## src/design/tpcw_pkg.sv

```systemverilog
// Shared types, constants and helpers for the track pixel charge walk block.
`default_nettype none
package tpcw_pkg;
    localparam int COORD_W   = 28;
    localparam int LEN_W     = 20;
    localparam int IDX_W     = 20;
    localparam int OIDX_W    = 16;
    localparam int ENERGY_W  = 32;
    localparam int Q_W       = 31;
    localparam int RCP_W     = 23;
    localparam int RCP_SH    = 47;
    localparam int CHG_W     = 32;
    localparam int CFG_W     = 32;
    localparam int CFG_IDX_W = 2;
    localparam int SQ_W      = 14;

    localparam int MAX_PIXELS_DEF = 64;

    localparam logic [CFG_IDX_W-1:0] CFG_PIXEL_LENGTH    = 2'd0;
    localparam logic [CFG_IDX_W-1:0] CFG_PIXEL_WIDTH     = 2'd1;
    localparam logic [CFG_IDX_W-1:0] CFG_CHARGE_THRESHOLD = 2'd2;

    localparam logic [LEN_W-1:0]  PIXEL_RESET   = 20'd100000;
    localparam logic [LEN_W-1:0]  MIN_PIXEL     = 20'd1000;
    localparam logic [CHG_W-1:0]  THR_RESET     = 32'd0;
    // 100 * ceil(2^47 / 361): energy * Q_RECIP >> 47 == energy * 100 / 361
    localparam logic [2*RCP_W-1:0] Q_RECIP      = 46'd38985453838100;
    localparam logic [COORD_W-1:0] SHORT_LEN    = 28'd10000;
    localparam logic [2*SQ_W:0]   SHORT_LEN_SQ  = 29'd100000000;

    typedef struct packed {
        logic [COORD_W-1:0]  entry_x;
        logic [COORD_W-1:0]  entry_y;
        logic [COORD_W-1:0]  exit_x;
        logic [COORD_W-1:0]  exit_y;
        logic [ENERGY_W-1:0] deposited_energy;
    } t_in;

    typedef struct packed {
        logic [OIDX_W-1:0] pixel_column;
        logic [OIDX_W-1:0] pixel_row;
        logic [CHG_W-1:0]  pixel_charge;
        logic              pixel_hit;
        logic              last_pixel;
        logic              walk_truncated;
    } t_res;

    typedef struct packed {
        logic signed [IDX_W-1:0] col;
        logic signed [IDX_W-1:0] row;
        logic [COORD_W-1:0]      nx;
        logic [COORD_W-1:0]      ny;
        logic [COORD_W-1:0]      ax;
        logic [COORD_W-1:0]      ay;
        logic                    right;
        logic                    up;
        logic [Q_W-1:0]          q;
        logic                    short_seg;
    } t_job;

    function automatic logic [OIDX_W-1:0] clamp_idx(input logic signed [IDX_W-1:0] v);
        logic [OIDX_W-1:0] r;
        if (v < 0) r = '0;
        else if (v > $signed({{(IDX_W-OIDX_W){1'b0}}, {OIDX_W{1'b1}}})) r = '1;
        else r = v[OIDX_W-1:0];
        return r;
    endfunction
endpackage
`default_nettype wire

```

## src/design/tpcw_fifo.sv

```systemverilog
// Two-entry job queue between front and back.
`default_nettype none
module tpcw_fifo (
    input  wire logic           i_clk,
    input  wire logic           i_rst_n,
    input  wire logic           i_push,
    input  wire tpcw_pkg::t_job i_job,
    output logic                o_full,
    input  wire logic           i_pop,
    output logic                o_empty,
    output tpcw_pkg::t_job      o_job
);
    import tpcw_pkg::*;

    t_job       r_mem [2];
    logic       r_wr, r_rd;
    logic [1:0] r_cnt;

    assign o_full  = (r_cnt == 2'd2);
    assign o_empty = (r_cnt == 2'd0);
    assign o_job   = r_mem[r_rd];

    always_ff @(posedge i_clk) begin
        if (i_push) r_mem[r_wr] <= i_job;
    end

    always_ff @(posedge i_clk) begin
        if (!i_rst_n) begin
            r_wr  <= 1'b0;
            r_rd  <= 1'b0;
            r_cnt <= '0;
        end else begin
            if (i_push) r_wr <= ~r_wr;
            if (i_pop) r_rd <= ~r_rd;
            r_cnt <= r_cnt + {1'b0, i_push} - {1'b0, i_pop};
        end
    end
endmodule
`default_nettype wire

```

## config.mk

```make
export PLATFORM = sky130hd
export DESIGN_NAME = tpcw_fifo
export DESIGN_NICKNAME = d
export VERILOG_FILES = /design/src/design/tpcw_pkg.sv /design/src/design/tpcw_fifo.sv
export SDC_FILE = /design/constraint.sdc
export NUM_CORES = 1
export LEC_CHECK = 0
export ABC_CLOCK_PERIOD_IN_PS = 25100
export BUFFER_PORTS_ARGS = -buffer_cell sky130_fd_sc_hd__buf_2
export CAP_MARGIN = 40
export CORE_AREA = 2 2 172 174
export CTS_CLUSTER_SIZE = 28
export DETAILED_ROUTE_END_ITERATION = 10
export DIE_AREA = 0 0 174 176
export PLACE_DENSITY = 0.76
export RECOVER_POWER = 50
export SYNTH_ARGS = -nofsm -noshare
export SYNTH_HDL_FRONTEND = slang
export SYNTH_SLANG_ARGS = --single-unit
```

## constraint.sdc

```tcl
create_clock -name i_clk -period 25.1 [get_ports i_clk]
set_input_delay 0 -clock i_clk [delete_from_list [all_inputs] [get_ports i_clk]]
set_output_delay 0 -clock i_clk [all_outputs]
set_load 0.01 [all_outputs]
```

# After elaboration in Yosys (flattened, before gate mapping)
# Memories as Yosys holds them, arrays and structs flattened. A register that Yosys moved wholly into a read port is not among the register bits.
# Cells that the tools add are included.
[word_totals] ff_bits=4 latch_bits=0 ram_bits=372 mem_bits_ro=0 wordCells=14 mem_count=1
[memory_table] memory="r_mem" words=2 width=186 rd=1 rd_clocked_by_memory_dff=1 write_ports=1 line="tpcw_fifo.sv:15" rtl="t_job r_mem [2];"
[op_classes] addsub=2 mul=0 n_div=0 order_cmp=0 eq_ne=1 n_shift=0 muxes=4 n_bitwise=2 n_reduce_logical=1
[op_table] operator="1-bit two-way mux" n=4
[op_table] operator="2-bit by 1-bit adder with 2-bit output" n=1
[op_table] operator="2-bit equality test (second input constant)" n=1
[op_table] operator="2-bit zero test" n=1
[op_table] operator="1-bit NOT" n=2
[op_table] operator="2-bit by 1-bit subtractor with 2-bit output" n=1

# Logic depth before layout (Yosys ltp)
[logic_depth] ltp_word=3 depth_mapped=6 depth_no_buf=6

# Least setup slack after synthesis
# Ideal clock, no wire load.
[synth_timing] path_type="register to register" from="register r_wr" to="register r_wr" setup_time_ps=96 arrival_ps=9162 slack_ps=15842 path_stages_with_launch=3 path_buffers=0 synth_period_minus_slack_ps=9258 cell_sequence="dfxtp_1 nor2b_1 o21a_1"
[synth_via] elab_chain_cells=1
[synth_rtl] element="from (decl)" line="tpcw_fifo.sv:16" rtl="logic r_wr, r_rd;"
[synth_rtl] element="from (signal assigned)" line="tpcw_fifo.sv:33" rtl="if (i_push) r_wr <= ~r_wr;"
[synth_rtl] element="1-bit NOT" line="tpcw_fifo.sv:33"
# Every way passes these cells.
# A chain may end at the register's enable or synchronous reset.

# Final worst setup path
[layout_timing] from="register r_wr" to="memory r_mem[0][45] (netlist bit), enable pin"
[layout_lines] element="to (decl)" line="tpcw_fifo.sv:15"
# Straight into the memory's write port.

==> reports/qor.txt <==
status: finished, violations left
violated checks: max-capacitance violations, max-slew violations
number of flops mapped to enable cells by yosys: 372
post-route setup slack: 21.27 ns
I/O Buffers: 377
CTS tree: done
PwrDens: 74.8 nW/µm²
DR top layer: met4
CP Capture Type: flop
number of global-route vias before repair: 8,423
max-slew violations: 70
area grow syn2layout: 37.2%
Synth Area in Adders: 0.00176
first-pass GRT wire length: 46,100 µm
CTS resizes: 0
Reg2Reg Depth: 4
setup bufs post-CTS: 0
Die ar.: 30,600 µm²
core box area: 28,500 µm²
DR WL met2: 16,000 µm
Comb power frac: 0.126
Vias: 7,855
synth cell count leaders: edfxtp_1, mux2_4, mux2_2
Avg WL per Cell: 19.0 µm
Detailed Route WL: 30,700 µm
Primary FF master, synth: edfxtp_1
detailed router's first-iteration violation count: 510
NetSw: 0.000318 W
clock skew: 0.0136 ns
layout cell share with drive strength beyond 1: 0.389
Final setup viols: 0
Skew-Pair Late Insertion Delay: 0.51 ns
Slew @ Worst Pin: 2.82 ns
clock share of power: 0.368
Yosys cell types: 14
Finished Layout Cells: 1,615
RSZ-0062 raised after global routing: no
Synth Instances: 600
fillers: 1,870
Pleak: 7.38 nW
final period utilization: 0.153
mean post-synth cell area: 23.7 µm²
Routed Antenna Nets: 0
clk root buf: clkbuf_16
critical path type: reg -> reg
pre-CTS setup slack: 22.63 ns
initial core utilization: 0.498
final layout net count: 1,393
Die W: 174 µm
Num CTS Buffers: 38
multi-input logic area: 2710 µm²
CTS sink cnt: 377
synthesis-stage register bit count: 377
Die H: 176 µm
Mapped Area: 14,200 µm²
simple logic cell fraction of the synthesized area: 0.00378
antenna violations before repair: 1
syn_nets: 792
Seq/Total Area, Yosys: 0.792
Synth async-reset ratio: 0
Ports: 378
Sw Ratio: 0.218
Overall Global Routing Usage: 0.194
largest family of logic cells by synthesized area: multiplexers
fin util: 0.684
fin crit period: 3.83 ns
cell internal pwr: 0.00114 W
Post-CTS Hold Buffers: 190
max_cap viols: 2
# DRC: 0
Hold Path Stages: 2
Syn. warnings: 0
row count: 62
maximum vdd drop: 0.0618 mV
routability congestion estimate: 0.756
post-synthesis mux area share: 0.184
grt total ovfl: 0
CP max FO: 59
first drt pass iteration count: 5
nature of the critical path startpoint: flop
Relative slew margins: -0.883
Compound-Gate Fraction of Synth Area: 0.000528
TNS Setup: 0 ns
Worst Hold Class: in -> reg
most frequent cell after synthesis: edfxtp_1
critical path arrival: 4.01 ns
Final Hold Viols: 0
Register Area: 11,300 µm²
metal3 WL: 2300 µm
worst-case clock buffer depth: 3
Post-Place Cells: 1,355
fmax: 261 MHz
Reg clk slew, reported paths: 0.06 ns
worst path required time: 25.27 ns
largest net degree at the start of global routing: 66
M1 WL: 11,300 µm
top-area cell type share of the netlist area: 0.785
leading area contributor after synthesis: edfxtp_1
post-DR vias/cell: 4.86
Seq pwr share: 0.506
top cells by area, synth: edfxtp_1, mux2_4, mux2_2
# H-tree levels: 2
hpwl dp: 19,000 µm
XOR/XNOR Fraction of Synth Area: 0.00220
layer usage:
layer  vias to the layer above  track usage
li1                       3595            -
met1                      3865        0.219
met2                       329        0.347
met3                        66       0.0571
met4                         0       0.0749
met5                         -            0
flip-flops by register name (all words and copies together), names as in the netlist, named ones only:
signal and count:
r_mem 372, r_cnt 2, r_rd 1, r_wr 1
worst max-delay path: stages, from the launching register on:
cell and delay [ns]:
dfxtp_1 0.32, nor2b_1 1.52, clkbuf_1 0.88, buf_4 0.40, buf_16 0.31
final cells by class:
cell class / count / share of cell area
multi-input combinational: 200 / 0.139
timing repair buffer: 582 / 0.197
tap: 384 / 0.0246
antenna: 1 / 0.000128
sequential: 377 / 0.577
clock buffer: 48 / 0.0554
clock inverter: 21 / 0.00628
inverter: 2 / 0.000385
kinds of logic after synthesis:
group / count (synthesis)
AND/OR/NAND/NOR: 9
multiplexers: 186
buffers and inverters: 23
flip-flops: 377
XOR/XNOR: 2
adder cells (fa/ha/maj): 2
AO/OA/AOI/OAI: 1
final timing paths:
kind,from,slack (ns),endpoint
setup / recovery,r_wr$_SDFFE_PN0P_,21.27,r_mem[0][45]$_DFFE_PP_
hold / removal,i_job[71],0.21,r_mem[1][71]$_DFFE_PP_
setup reg to reg,r_wr$_SDFFE_PN0P_,21.27,r_mem[0][45]$_DFFE_PP_
hold reg to reg,r_rd$_SDFFE_PN0P_,0.61,r_rd$_SDFFE_PN0P_
power by group through the flow:
| stage | logic, W | registers, W | clock network [W] |
|---|---|---|---|
| floorplan | 0.000101 | 0.000755 | 0 |
| global placement | 0.000155 | 0.000751 | 0 |
| detailed placement | 0.000163 | 0.000752 | 0 |
| CTS | 0.000188 | 0.000739 | 0.000546 |
| global route | 0.000196 | 0.000742 | 0.000571 |
| finish | 0.000184 | 0.000739 | 0.000537 |
stage by stage:
stage	power, W	hold slack [ns]	cell area (µm²)
floorplan	0.000856	0.0989	14200
global placement	0.000906	0.187	16400
detailed placement	0.000915	0.191	16700
CTS	0.00147	0.183	19800
global route	0.00151	0.208	19500
finish	0.00146	0.210	19500
layout by cell type (no fill, tap or decap):
cell type / synthesis / layout
and2_0: 0 / 4
buf_1: 0 / 1
buf_12: 0 / 1
buf_16: 0 / 6
buf_2: 4 / 228
buf_4: 0 / 6
bufinv_16: 0 / 1
clkbuf_1: 0 / 150
clkbuf_16: 0 / 41
clkbuf_2: 0 / 4
clkbuf_8: 0 / 3
clkinv_1: 0 / 11
clkinv_2: 0 / 7
clkinv_4: 0 / 1
clkinvlp_4: 0 / 1
dfxtp_1: 5 / 5
diode_2: 0 / 1
dlygate4sd3_1: 0 / 190
edfxtp_1: 372 / 372
ha_1: 2 / 2
inv_1: 2 / 2
mux2_1: 0 / 7
mux2_2: 46 / 46
mux2_4: 140 / 133
nor2_1: 1 / 1
nor2b_1: 4 / 4
o21a_1: 1 / 1
xnor3_1: 1 / 1
xor2_1: 1 / 1
Power figures use the tool's default switching activity.
