**src/design/tpcw_pkg.sv**
```systemverilog
// Shared types, constants and helpers for the track pixel charge walk block.
`default_nettype none
package tpcw_pkg;
    localparam int COORD_W   = 28;
    localparam int LEN_W     = 20;
    localparam int IDX_W     = 20;
    localparam int OIDX_W    = 16;
    localparam int ENERGY_W  = 32;
    localparam int Q_W       = 31;
    localparam int RCP_W     = 23;
    localparam int RCP_SH    = 47;
    localparam int CHG_W     = 32;
    localparam int CFG_W     = 32;
    localparam int CFG_IDX_W = 2;
    localparam int SQ_W      = 14;

    localparam int MAX_PIXELS_DEF = 64;

    localparam logic [CFG_IDX_W-1:0] CFG_PIXEL_LENGTH    = 2'd0;
    localparam logic [CFG_IDX_W-1:0] CFG_PIXEL_WIDTH     = 2'd1;
    localparam logic [CFG_IDX_W-1:0] CFG_CHARGE_THRESHOLD = 2'd2;

    localparam logic [LEN_W-1:0]  PIXEL_RESET   = 20'd100000;
    localparam logic [LEN_W-1:0]  MIN_PIXEL     = 20'd1000;
    localparam logic [CHG_W-1:0]  THR_RESET     = 32'd0;
    // 100 * ceil(2^47 / 361): energy * Q_RECIP >> 47 == energy * 100 / 361
    localparam logic [2*RCP_W-1:0] Q_RECIP      = 46'd38985453838100;
    localparam logic [COORD_W-1:0] SHORT_LEN    = 28'd10000;
    localparam logic [2*SQ_W:0]   SHORT_LEN_SQ  = 29'd100000000;

    typedef struct packed {
        logic [COORD_W-1:0]  entry_x;
        logic [COORD_W-1:0]  entry_y;
        logic [COORD_W-1:0]  exit_x;
        logic [COORD_W-1:0]  exit_y;
        logic [ENERGY_W-1:0] deposited_energy;
    } t_in;

    typedef struct packed {
        logic [OIDX_W-1:0] pixel_column;
        logic [OIDX_W-1:0] pixel_row;
        logic [CHG_W-1:0]  pixel_charge;
        logic              pixel_hit;
        logic              last_pixel;
        logic              walk_truncated;
    } t_res;

    typedef struct packed {
        logic signed [IDX_W-1:0] col;
        logic signed [IDX_W-1:0] row;
        logic [COORD_W-1:0]      nx;
        logic [COORD_W-1:0]      ny;
        logic [COORD_W-1:0]      ax;
        logic [COORD_W-1:0]      ay;
        logic                    right;
        logic                    up;
        logic [Q_W-1:0]          q;
        logic                    short_seg;
    } t_job;

    function automatic logic [OIDX_W-1:0] clamp_idx(input logic signed [IDX_W-1:0] v);
        logic [OIDX_W-1:0] r;
        if (v < 0) r = '0;
        else if (v > $signed({{(IDX_W-OIDX_W){1'b0}}, {OIDX_W{1'b1}}})) r = '1;
        else r = v[OIDX_W-1:0];
        return r;
    endfunction
endpackage
`default_nettype wire

```
**src/design/tpcw_div.sv**
```systemverilog
// Restoring divider, one quotient bit per cycle.
`default_nettype none
module tpcw_div #(
    parameter int NW = 28,
    parameter int DW = 20
) (
    input  wire logic          i_clk,
    input  wire logic          i_rst_n,
    input  wire logic          i_start,
    input  wire logic [NW-1:0] i_num,
    input  wire logic [DW-1:0] i_den,
    output logic               o_busy,
    output logic [NW-1:0]      o_quo,
    output logic [DW-1:0]      o_rem
);
    localparam int CW = $clog2(NW + 1);

    logic [NW-1:0] r_quo;
    logic [DW-1:0] r_rem;
    logic [DW-1:0] r_den;
    logic [CW-1:0] r_cnt;
    logic          r_busy;
    logic [DW:0]   n_trial;
    logic [DW:0]   n_diff;
    logic          n_ge;

    always_comb begin
        n_trial = {r_rem, r_quo[NW-1]};
        n_diff  = n_trial - {1'b0, r_den};
        n_ge    = n_trial >= {1'b0, r_den};
    end

    always_ff @(posedge i_clk) begin
        if (!i_rst_n) begin
            r_busy <= 1'b0;
            r_cnt  <= '0;
        end else if (i_start) begin
            r_busy <= 1'b1;
            r_cnt  <= CW'(NW);
            r_quo  <= i_num;
            r_rem  <= '0;
            r_den  <= i_den;
        end else if (r_busy) begin
            r_rem <= n_ge ? n_diff[DW-1:0] : n_trial[DW-1:0];
            r_quo <= {r_quo[NW-2:0], n_ge};
            r_cnt <= r_cnt - 1'b1;
            if (r_cnt == CW'(1)) r_busy <= 1'b0;
        end
    end

    assign o_busy = r_busy;
    assign o_quo  = r_quo;
    assign o_rem  = r_rem;
endmodule
`default_nettype wire

```
**src/design/tpcw_front.sv**
```systemverilog
// Front end: takes a track, finds entry pixel, borders and total charge.
`default_nettype none
module tpcw_front (
    input  wire logic                  i_clk,
    input  wire logic                  i_rst_n,
    input  wire logic                  i_in_valid,
    output logic                       o_in_stall,
    input  wire tpcw_pkg::t_in         i_in_data,
    input  wire logic [tpcw_pkg::LEN_W-1:0] i_len,
    input  wire logic [tpcw_pkg::LEN_W-1:0] i_wid,
    output logic                       o_push,
    input  wire logic                  i_full,
    output tpcw_pkg::t_job             o_job
);
    import tpcw_pkg::*;

    localparam int PP_W = ENERGY_W + RCP_W;
    localparam int QS_W = ENERGY_W + 2 * RCP_W;

    typedef enum logic {F_IDLE, F_DIV} t_fstate;

    t_fstate            r_state;
    logic [COORD_W-1:0] r_ax, r_ay;
    logic               r_right, r_up;
    logic [PP_W-1:0]    r_plo, r_phi;
    logic               n_accept;
    logic [COORD_W-1:0] n_dx, n_dy;
    logic               n_busy;
    logic               col_busy, row_busy;
    logic [COORD_W-1:0] col_quo, row_quo;
    logic [LEN_W-1:0]   col_rem, row_rem;
    logic [QS_W-1:0]    n_qsum;
    logic [2*SQ_W-1:0]  n_sqx, n_sqy;
    logic [2*SQ_W:0]    n_sq;
    logic               n_short;

    assign n_accept   = i_in_valid && (r_state == F_IDLE);
    assign o_in_stall = (r_state != F_IDLE);
    assign n_dx = (i_in_data.exit_x > i_in_data.entry_x) ? i_in_data.exit_x - i_in_data.entry_x
                                                         : i_in_data.entry_x - i_in_data.exit_x;
    assign n_dy = (i_in_data.exit_y > i_in_data.entry_y) ? i_in_data.exit_y - i_in_data.entry_y
                                                         : i_in_data.entry_y - i_in_data.exit_y;

    tpcw_div #(.NW(COORD_W), .DW(LEN_W)) u_col_div (
        .i_clk(i_clk), .i_rst_n(i_rst_n), .i_start(n_accept),
        .i_num(i_in_data.entry_x), .i_den(i_len),
        .o_busy(col_busy), .o_quo(col_quo), .o_rem(col_rem)
    );
    tpcw_div #(.NW(COORD_W), .DW(LEN_W)) u_row_div (
        .i_clk(i_clk), .i_rst_n(i_rst_n), .i_start(n_accept),
        .i_num(i_in_data.entry_y), .i_den(i_wid),
        .o_busy(row_busy), .o_quo(row_quo), .o_rem(row_rem)
    );

    assign n_busy = col_busy || row_busy;

    // total charge: partial products registered at accept, summed here
    assign n_qsum = {r_phi, {RCP_W{1'b0}}} + QS_W'(r_plo);

    always_comb begin
        n_sqx   = r_ax[SQ_W-1:0] * r_ax[SQ_W-1:0];
        n_sqy   = r_ay[SQ_W-1:0] * r_ay[SQ_W-1:0];
        n_sq    = {1'b0, n_sqx} + {1'b0, n_sqy};
        n_short = (r_ax < SHORT_LEN) && (r_ay < SHORT_LEN) && (n_sq < SHORT_LEN_SQ);
    end

    always_comb begin
        o_job.col   = {1'b0, col_quo[IDX_W-2:0]};
        o_job.row   = {1'b0, row_quo[IDX_W-2:0]};
        o_job.nx    = COORD_W'(r_right ? i_len - col_rem : col_rem);
        o_job.ny    = COORD_W'(r_up ? i_wid - row_rem : row_rem);
        o_job.ax    = r_ax;
        o_job.ay    = r_ay;
        o_job.right = r_right;
        o_job.up    = r_up;
        o_job.q     = n_qsum[QS_W-1:RCP_SH];
        o_job.short_seg = n_short;
    end

    assign o_push = (r_state == F_DIV) && !n_busy && !i_full;

    always_ff @(posedge i_clk) begin
        if (!i_rst_n) begin
            r_state <= F_IDLE;
        end else begin
            case (r_state)
                F_IDLE: begin
                    if (n_accept) begin
                        r_state <= F_DIV;
                        r_ax    <= n_dx;
                        r_ay    <= n_dy;
                        r_right <= i_in_data.exit_x > i_in_data.entry_x;
                        r_up    <= i_in_data.exit_y > i_in_data.entry_y;
                        r_plo   <= PP_W'(i_in_data.deposited_energy)
                                   * PP_W'(Q_RECIP[RCP_W-1:0]);
                        r_phi   <= PP_W'(i_in_data.deposited_energy)
                                   * PP_W'(Q_RECIP[2*RCP_W-1:RCP_W]);
                    end
                end
                F_DIV: begin
                    if (o_push) r_state <= F_IDLE;
                end
                default: r_state <= F_IDLE;
            endcase
        end
    end
endmodule
`default_nettype wire

```
**config.mk**
```make
export PLATFORM = sky130hd
export DESIGN_NAME = tpcw_front
export DESIGN_NICKNAME = d
export VERILOG_FILES = /design/src/design/tpcw_pkg.sv /design/src/design/tpcw_div.sv /design/src/design/tpcw_front.sv
export SDC_FILE = /design/constraint.sdc
export NUM_CORES = 2
export LEC_CHECK = 0
export ABC_AREA = 1
export BUFFER_PORTS_ARGS = -buffer_cell sky130_fd_sc_hd__buf_2
export CAP_MARGIN = 40
export CORE_ASPECT_RATIO = 1.1
export CORE_MARGIN = 1
export CORE_UTILIZATION = 41
export CTS_CLUSTER_DIAMETER = 200
export DETAILED_ROUTE_END_ITERATION = 16
export SETUP_SLACK_MARGIN = 0.15
export SKIP_LAST_GASP = 1
export SYNTH_ARGS = -nofsm -noshare
export SYNTH_HDL_FRONTEND = slang
export SYNTH_SLANG_ARGS = --single-unit
```
**constraint.sdc**
```tcl
create_clock -name i_clk -period 9.9 [get_ports i_clk]
set_input_delay 0.99 -clock i_clk [delete_from_list [all_inputs] [get_ports i_clk]]
set_output_delay 0.99 -clock i_clk [all_outputs]
set_load 0.005 [all_outputs]
```
# After elaboration in Yosys (flattened, before gate mapping)
# Index checks and enable logic that the tools add are counted.
# op_classes
addsub	12
multipliers	4
order_cmp	7
n_eq_ne	2
muxes	25
n_bitwise	2
n_reduce_logical	15
# op_table
cell	count
28-bit 2-to-1 mux	8
28-bit subtractor	4
20-bit 2-to-1 mux	4
78-bit by 54-bit adder with 78-bit output	1
28-bit greater-than comparator	2
28-bit by 14-bit < comparator with 1-bit output, second input constant	2
14-bit by 14-bit multiplier with 28-bit output	2
32-bit by 21-bit multiplier with 53-bit output, second input constant	1
32-bit by 20-bit multiplier with 52-bit output, second input constant	1
21-bit by 20-bit greater-or-equal comparator with 1-bit output	2
20-bit by 20-bit subtractor with 21-bit output	2
20-bit subtractor	2
28-bit by 28-bit adder with 29-bit output	1
29-bit by 27-bit < comparator with 1-bit output, second input constant	1
5-bit 2-to-1 mux	4
5-bit by 1-bit equality test with 1-bit output, second input constant	2
5-bit by 1-bit subtractor with 5-bit output, second input constant	2
1-bit 2-to-1 mux	8
2-bit AND reduction	3
1-bit logical AND	5
2-bit nonzero test	2
3-bit AND reduction	1
1-bit logical NOT	2
1-bit NOT	2
other kinds (3)	3
# totals
reg_bits	312
in_bits	188
output_inout_bits	188
wordCells	86

# Longest topological paths before layout
# depth
word_depth	6
depth_mapped	35
ltp_nobuf	32

# By module
# From an unflattened synthesis, not the netlist that was laid out.
# hier_totals
hier_cells	7192
hier_area_um2	56994.7
# by_module_without_submodules
module	n_inst	cells_each	area_each_um2	seq_area_each_um2
tpcw_front	1	6126	48243.8	4224.1
tpcw_div	2	533	4375.4	2162.1

# Worst setup path before layout
# No wires, ideal clock.
# synth_path
kind	input to register
from	in i_in_valid
to	reg r_ax[0], enable pin
setup_time_ps	642
arrival_ps	7308
required_ps	9258
slack_ps	1951
cell_stages	5
path_buffers	1
path_cell_list	inv_1 nor2_1 clkinv_1 clkbuf_1 nor2_1
# synth_via
elab_chain_len	2
# synth_lines
element	line	rtl
from (decl)	tpcw_front.sv:6	input wire logic i_in_valid,
1-bit logical AND	tpcw_front.sv:37	assign n_accept = i_in_valid && (r_state == F_IDLE);
3-bit AND reduction (no source line)	n/a	
to (signal assigned)	tpcw_front.sv:90	r_ax <= n_dx;
to (decl)	tpcw_front.sv:23	logic [COORD_W-1:0] r_ax, r_ay;
# Every way passes these cells.
# A chain may end at the register's enable or synchronous reset.

==> metrics <==
outcome=finished clean; Mapped Area=between 0.05 and 0.06 sq mm; first-pass GRT wire length=275000 um; critical path depth=27; Worst Path Arrival=around 7500 ps; total gr overflow=0; hold_buf cts=0; CTS Sinks=289; post-synthesis xor/xnor area fraction=under 10%; CP top delay family=adder cells; largest net degree at the start of global routing=around 100; largest family of logic cells by synthesized area=adder cells; Yosys cell types=70; Total Nets Final=between 9000 and 10000; Antenna Nets Post-Route=0; Most used DFF post-synth=edfxtp_1; initial antenna violation count=30; Simple-Gate Fraction of Synth Area=around 14%; fmax=between 100 and 150 MHz; slowest cell delay on critical path=840 ps; Fin Setup TNS=0 ps; final core occ=around 44%; root buffer selected by CTS=clkbuf_16; Slew @ Worst Pin=897 ps; Final Critical Period=about 8500 ps; clk_lat worst skew=around 600 ps; Core Rows=143; vias in the first global route=48635; number of enable flip-flop cells after synthesis=about 280; DR vias=46885; Cells after Synth=7146; Yosys top cell area share=between 20% and 30%; FFs w/ async S/R, synth=0%; mux share of post-synthesis cell area=less than 1%; CP max FO=18; Chip Height=approximately 390 um; IO buf count=about 370; IO Pins=~380; Max-slew headroom=approximately two fifths; final RePlAce weighted congestion=roughly 1.0; CTS tree=done; Setup crit end kind=output pin; Iteration-0 DRC Markers=between 2000 and 3000; top-count cell post-synth=inv_1; Clock Path Buffers=3; total of warnings raised by yosys=0; DRC=0; Slew Limit Fails=0; Core ar.=about 0.14 sq mm; Setup Viol. Count Final=0; DP HPWL=155000 um; cell taking the most area after synthesis=fa_1; first drt pass iteration count=6; Worst Setup EP=o_job[0]; reg2reg end=r_phi[51]; HP Class=reg2reg; htree depth=2; share of cells above drive strength 1=under 10%; RSZ-0062 raised after global routing=false; final hold vios=0; Adder-Cell Fraction of Synth Area=42.3%; post_cts resized=0; wire per inst=a little under 20 um; R2R setup slack=between 6000 and 7000 ps; Max-cap violations=0; clk_skew=roughly 30 ps; r2r worst-path depth=7; GRT Overall Usage=approximately 25%; Die W=~360 um; CP max-delay cell=edfxtp_1; number of CTS-inserted buffers=34; placed instance count=9139; Compound-Gate Fraction of Synth Area=10.4%; post-synthesis sequential area ratio=between 10 and 15%; synth-to-layout area growth=7.25%; Crit path required time=roughly 8900 ps; Non-Filler Instances=around 9000; Worst-path clk slew=about 60 ps; critical path class=reg2out; Startpoint Class=flop; Setup Fix Bufs, Post-CTS=0; Seq cells post-synth=approximately 290; final wirelength=approximately 180000 um; Critical R2R Launch=o_in_stall; period utilisation layout=86.0%; worst path bufs/invs=4; Crit. Startpoint=r_ay[2]; Avg Cell Area, Syn=around 8.0 sq um; top post-synthesis cells by area=fa_1 24%, ha_1 18%, edfxtp_1 15%; commonest cells in the synthesized netlist=1874 x inv_1, 1181 x nand2_1, 828 x ha_1, 686 x fa_1, 418 x a21oi_1; full die area=between 0.1 and 0.15 sq mm; Initial Util=about two fifths; vias per inst=approximately 5.1
==> cell type report <==
cell class	count	area (sq um)
Antenna cell	2	5.00
Clock buffer	41	877
Clock inverter	18	214
Fill cell	14117	77000
Inverter	1889	7100
Multi-Input combinational cell	4764	40200
Sequential cell	289	8550
Tap cell	1812	2270
Timing Repair Buffer	385	1980
==> how the worst min path moves through the flow <==
stage                             from                  to  cells after the start
CTS                 u_col_div.r_cnt[1]  u_col_div.r_cnt[1]                      2
global route        u_col_div.r_cnt[0]  u_col_div.r_cnt[0]                      2
global placement    u_col_div.r_cnt[0]  u_col_div.r_cnt[0]                      2
floorplan           u_col_div.r_cnt[1]  u_col_div.r_cnt[1]                      2
finish              u_col_div.r_cnt[1]  u_col_div.r_cnt[1]                      2
detailed placement  u_col_div.r_cnt[1]  u_col_div.r_cnt[1]                      2
==> stage by stage <==
step	cell area (sq um)	worst slack, ps	hold slack (ps)
final	61200	1390	500
after global routing	61100	863	525
after CTS	61100	1360	497
after detailed placement	60100	1990	488
after global placement	60000	2040	472
after floorplan	57000	1950	460
==> routing by layer <==
layer / track usage (%) / vias to the layer above / routed length (um)
met5: 0 / - / 207
met4: 7.90 / 32 / 6170
met3: 2.95 / 315 / 8670
met2: 45.2 / 1205 / 88500
met1: 32.2 / 22710 / 75700
li1: - / 22623 / -
==> tightest hold or removal path, cell delays in order (launching register included) <==
cell and delay [ps]:
dfxtp_1 330, nand2_1 70, a21oi_1 50
==> cells in the final DEF (no fill, tap or decap), drive strengths merged, types with 3 or more instances in the layout <==
cell type	count
inv	1888
nand2	1186
ha	828
fa	686
a21oi	422
nor2	417
o21ai	386
buf	385
edfxtp	276
nand3	172
xor2	164
xnor2	77
nor3	60
a21o	49
nand4	48
a31oi	42
clkbuf	41
o21bai	37
nor4	37
o21a	33
o211ai	21
clkinv	14
dfxtp	13
o31ai	12
or2	11
a211oi	11
a21boi	9
o2111ai	9
a221oi	8
o22ai	6
and3	5
nand3b	5
conb	3
clkinvlp	3
and2	3
==> state kept, by name (all words and copies together) (netlist names) <==
name	count
r_ay	28
r_ax	28
u_row_div.o_rem	20
u_col_div.o_quo	28
r_right	1
r_up	1
u_col_div.o_rem	20
u_col_div.r_den	20
u_col_div.o_busy	1
u_row_div.r_den	20
u_row_div.o_busy	1
r_phi	53
o_in_stall	1
r_plo	29
u_row_div.o_quo	28
u_col_div.r_cnt	5
u_row_div.r_cnt	5
==> logic make-up (layout without fill, tap and decap cells) <==
| family | count (synthesis) | count (layout) |
|---|---|---|
| mux | 2 | 2 |
| fa+ha+maj | 1514 | 1514 |
| flops | 289 | 289 |
| simple gates | 1947 | 1947 |
| xor+xnor | 241 | 241 |
| compound gates | 1057 | 1057 |
| other cells | 2 | 5 |
| buf+inv | 2094 | 2333 |
Power is left out: the tool's default activity adds up to more than one toggle a clock period on the data nets, which glitch-free logic cannot reach.
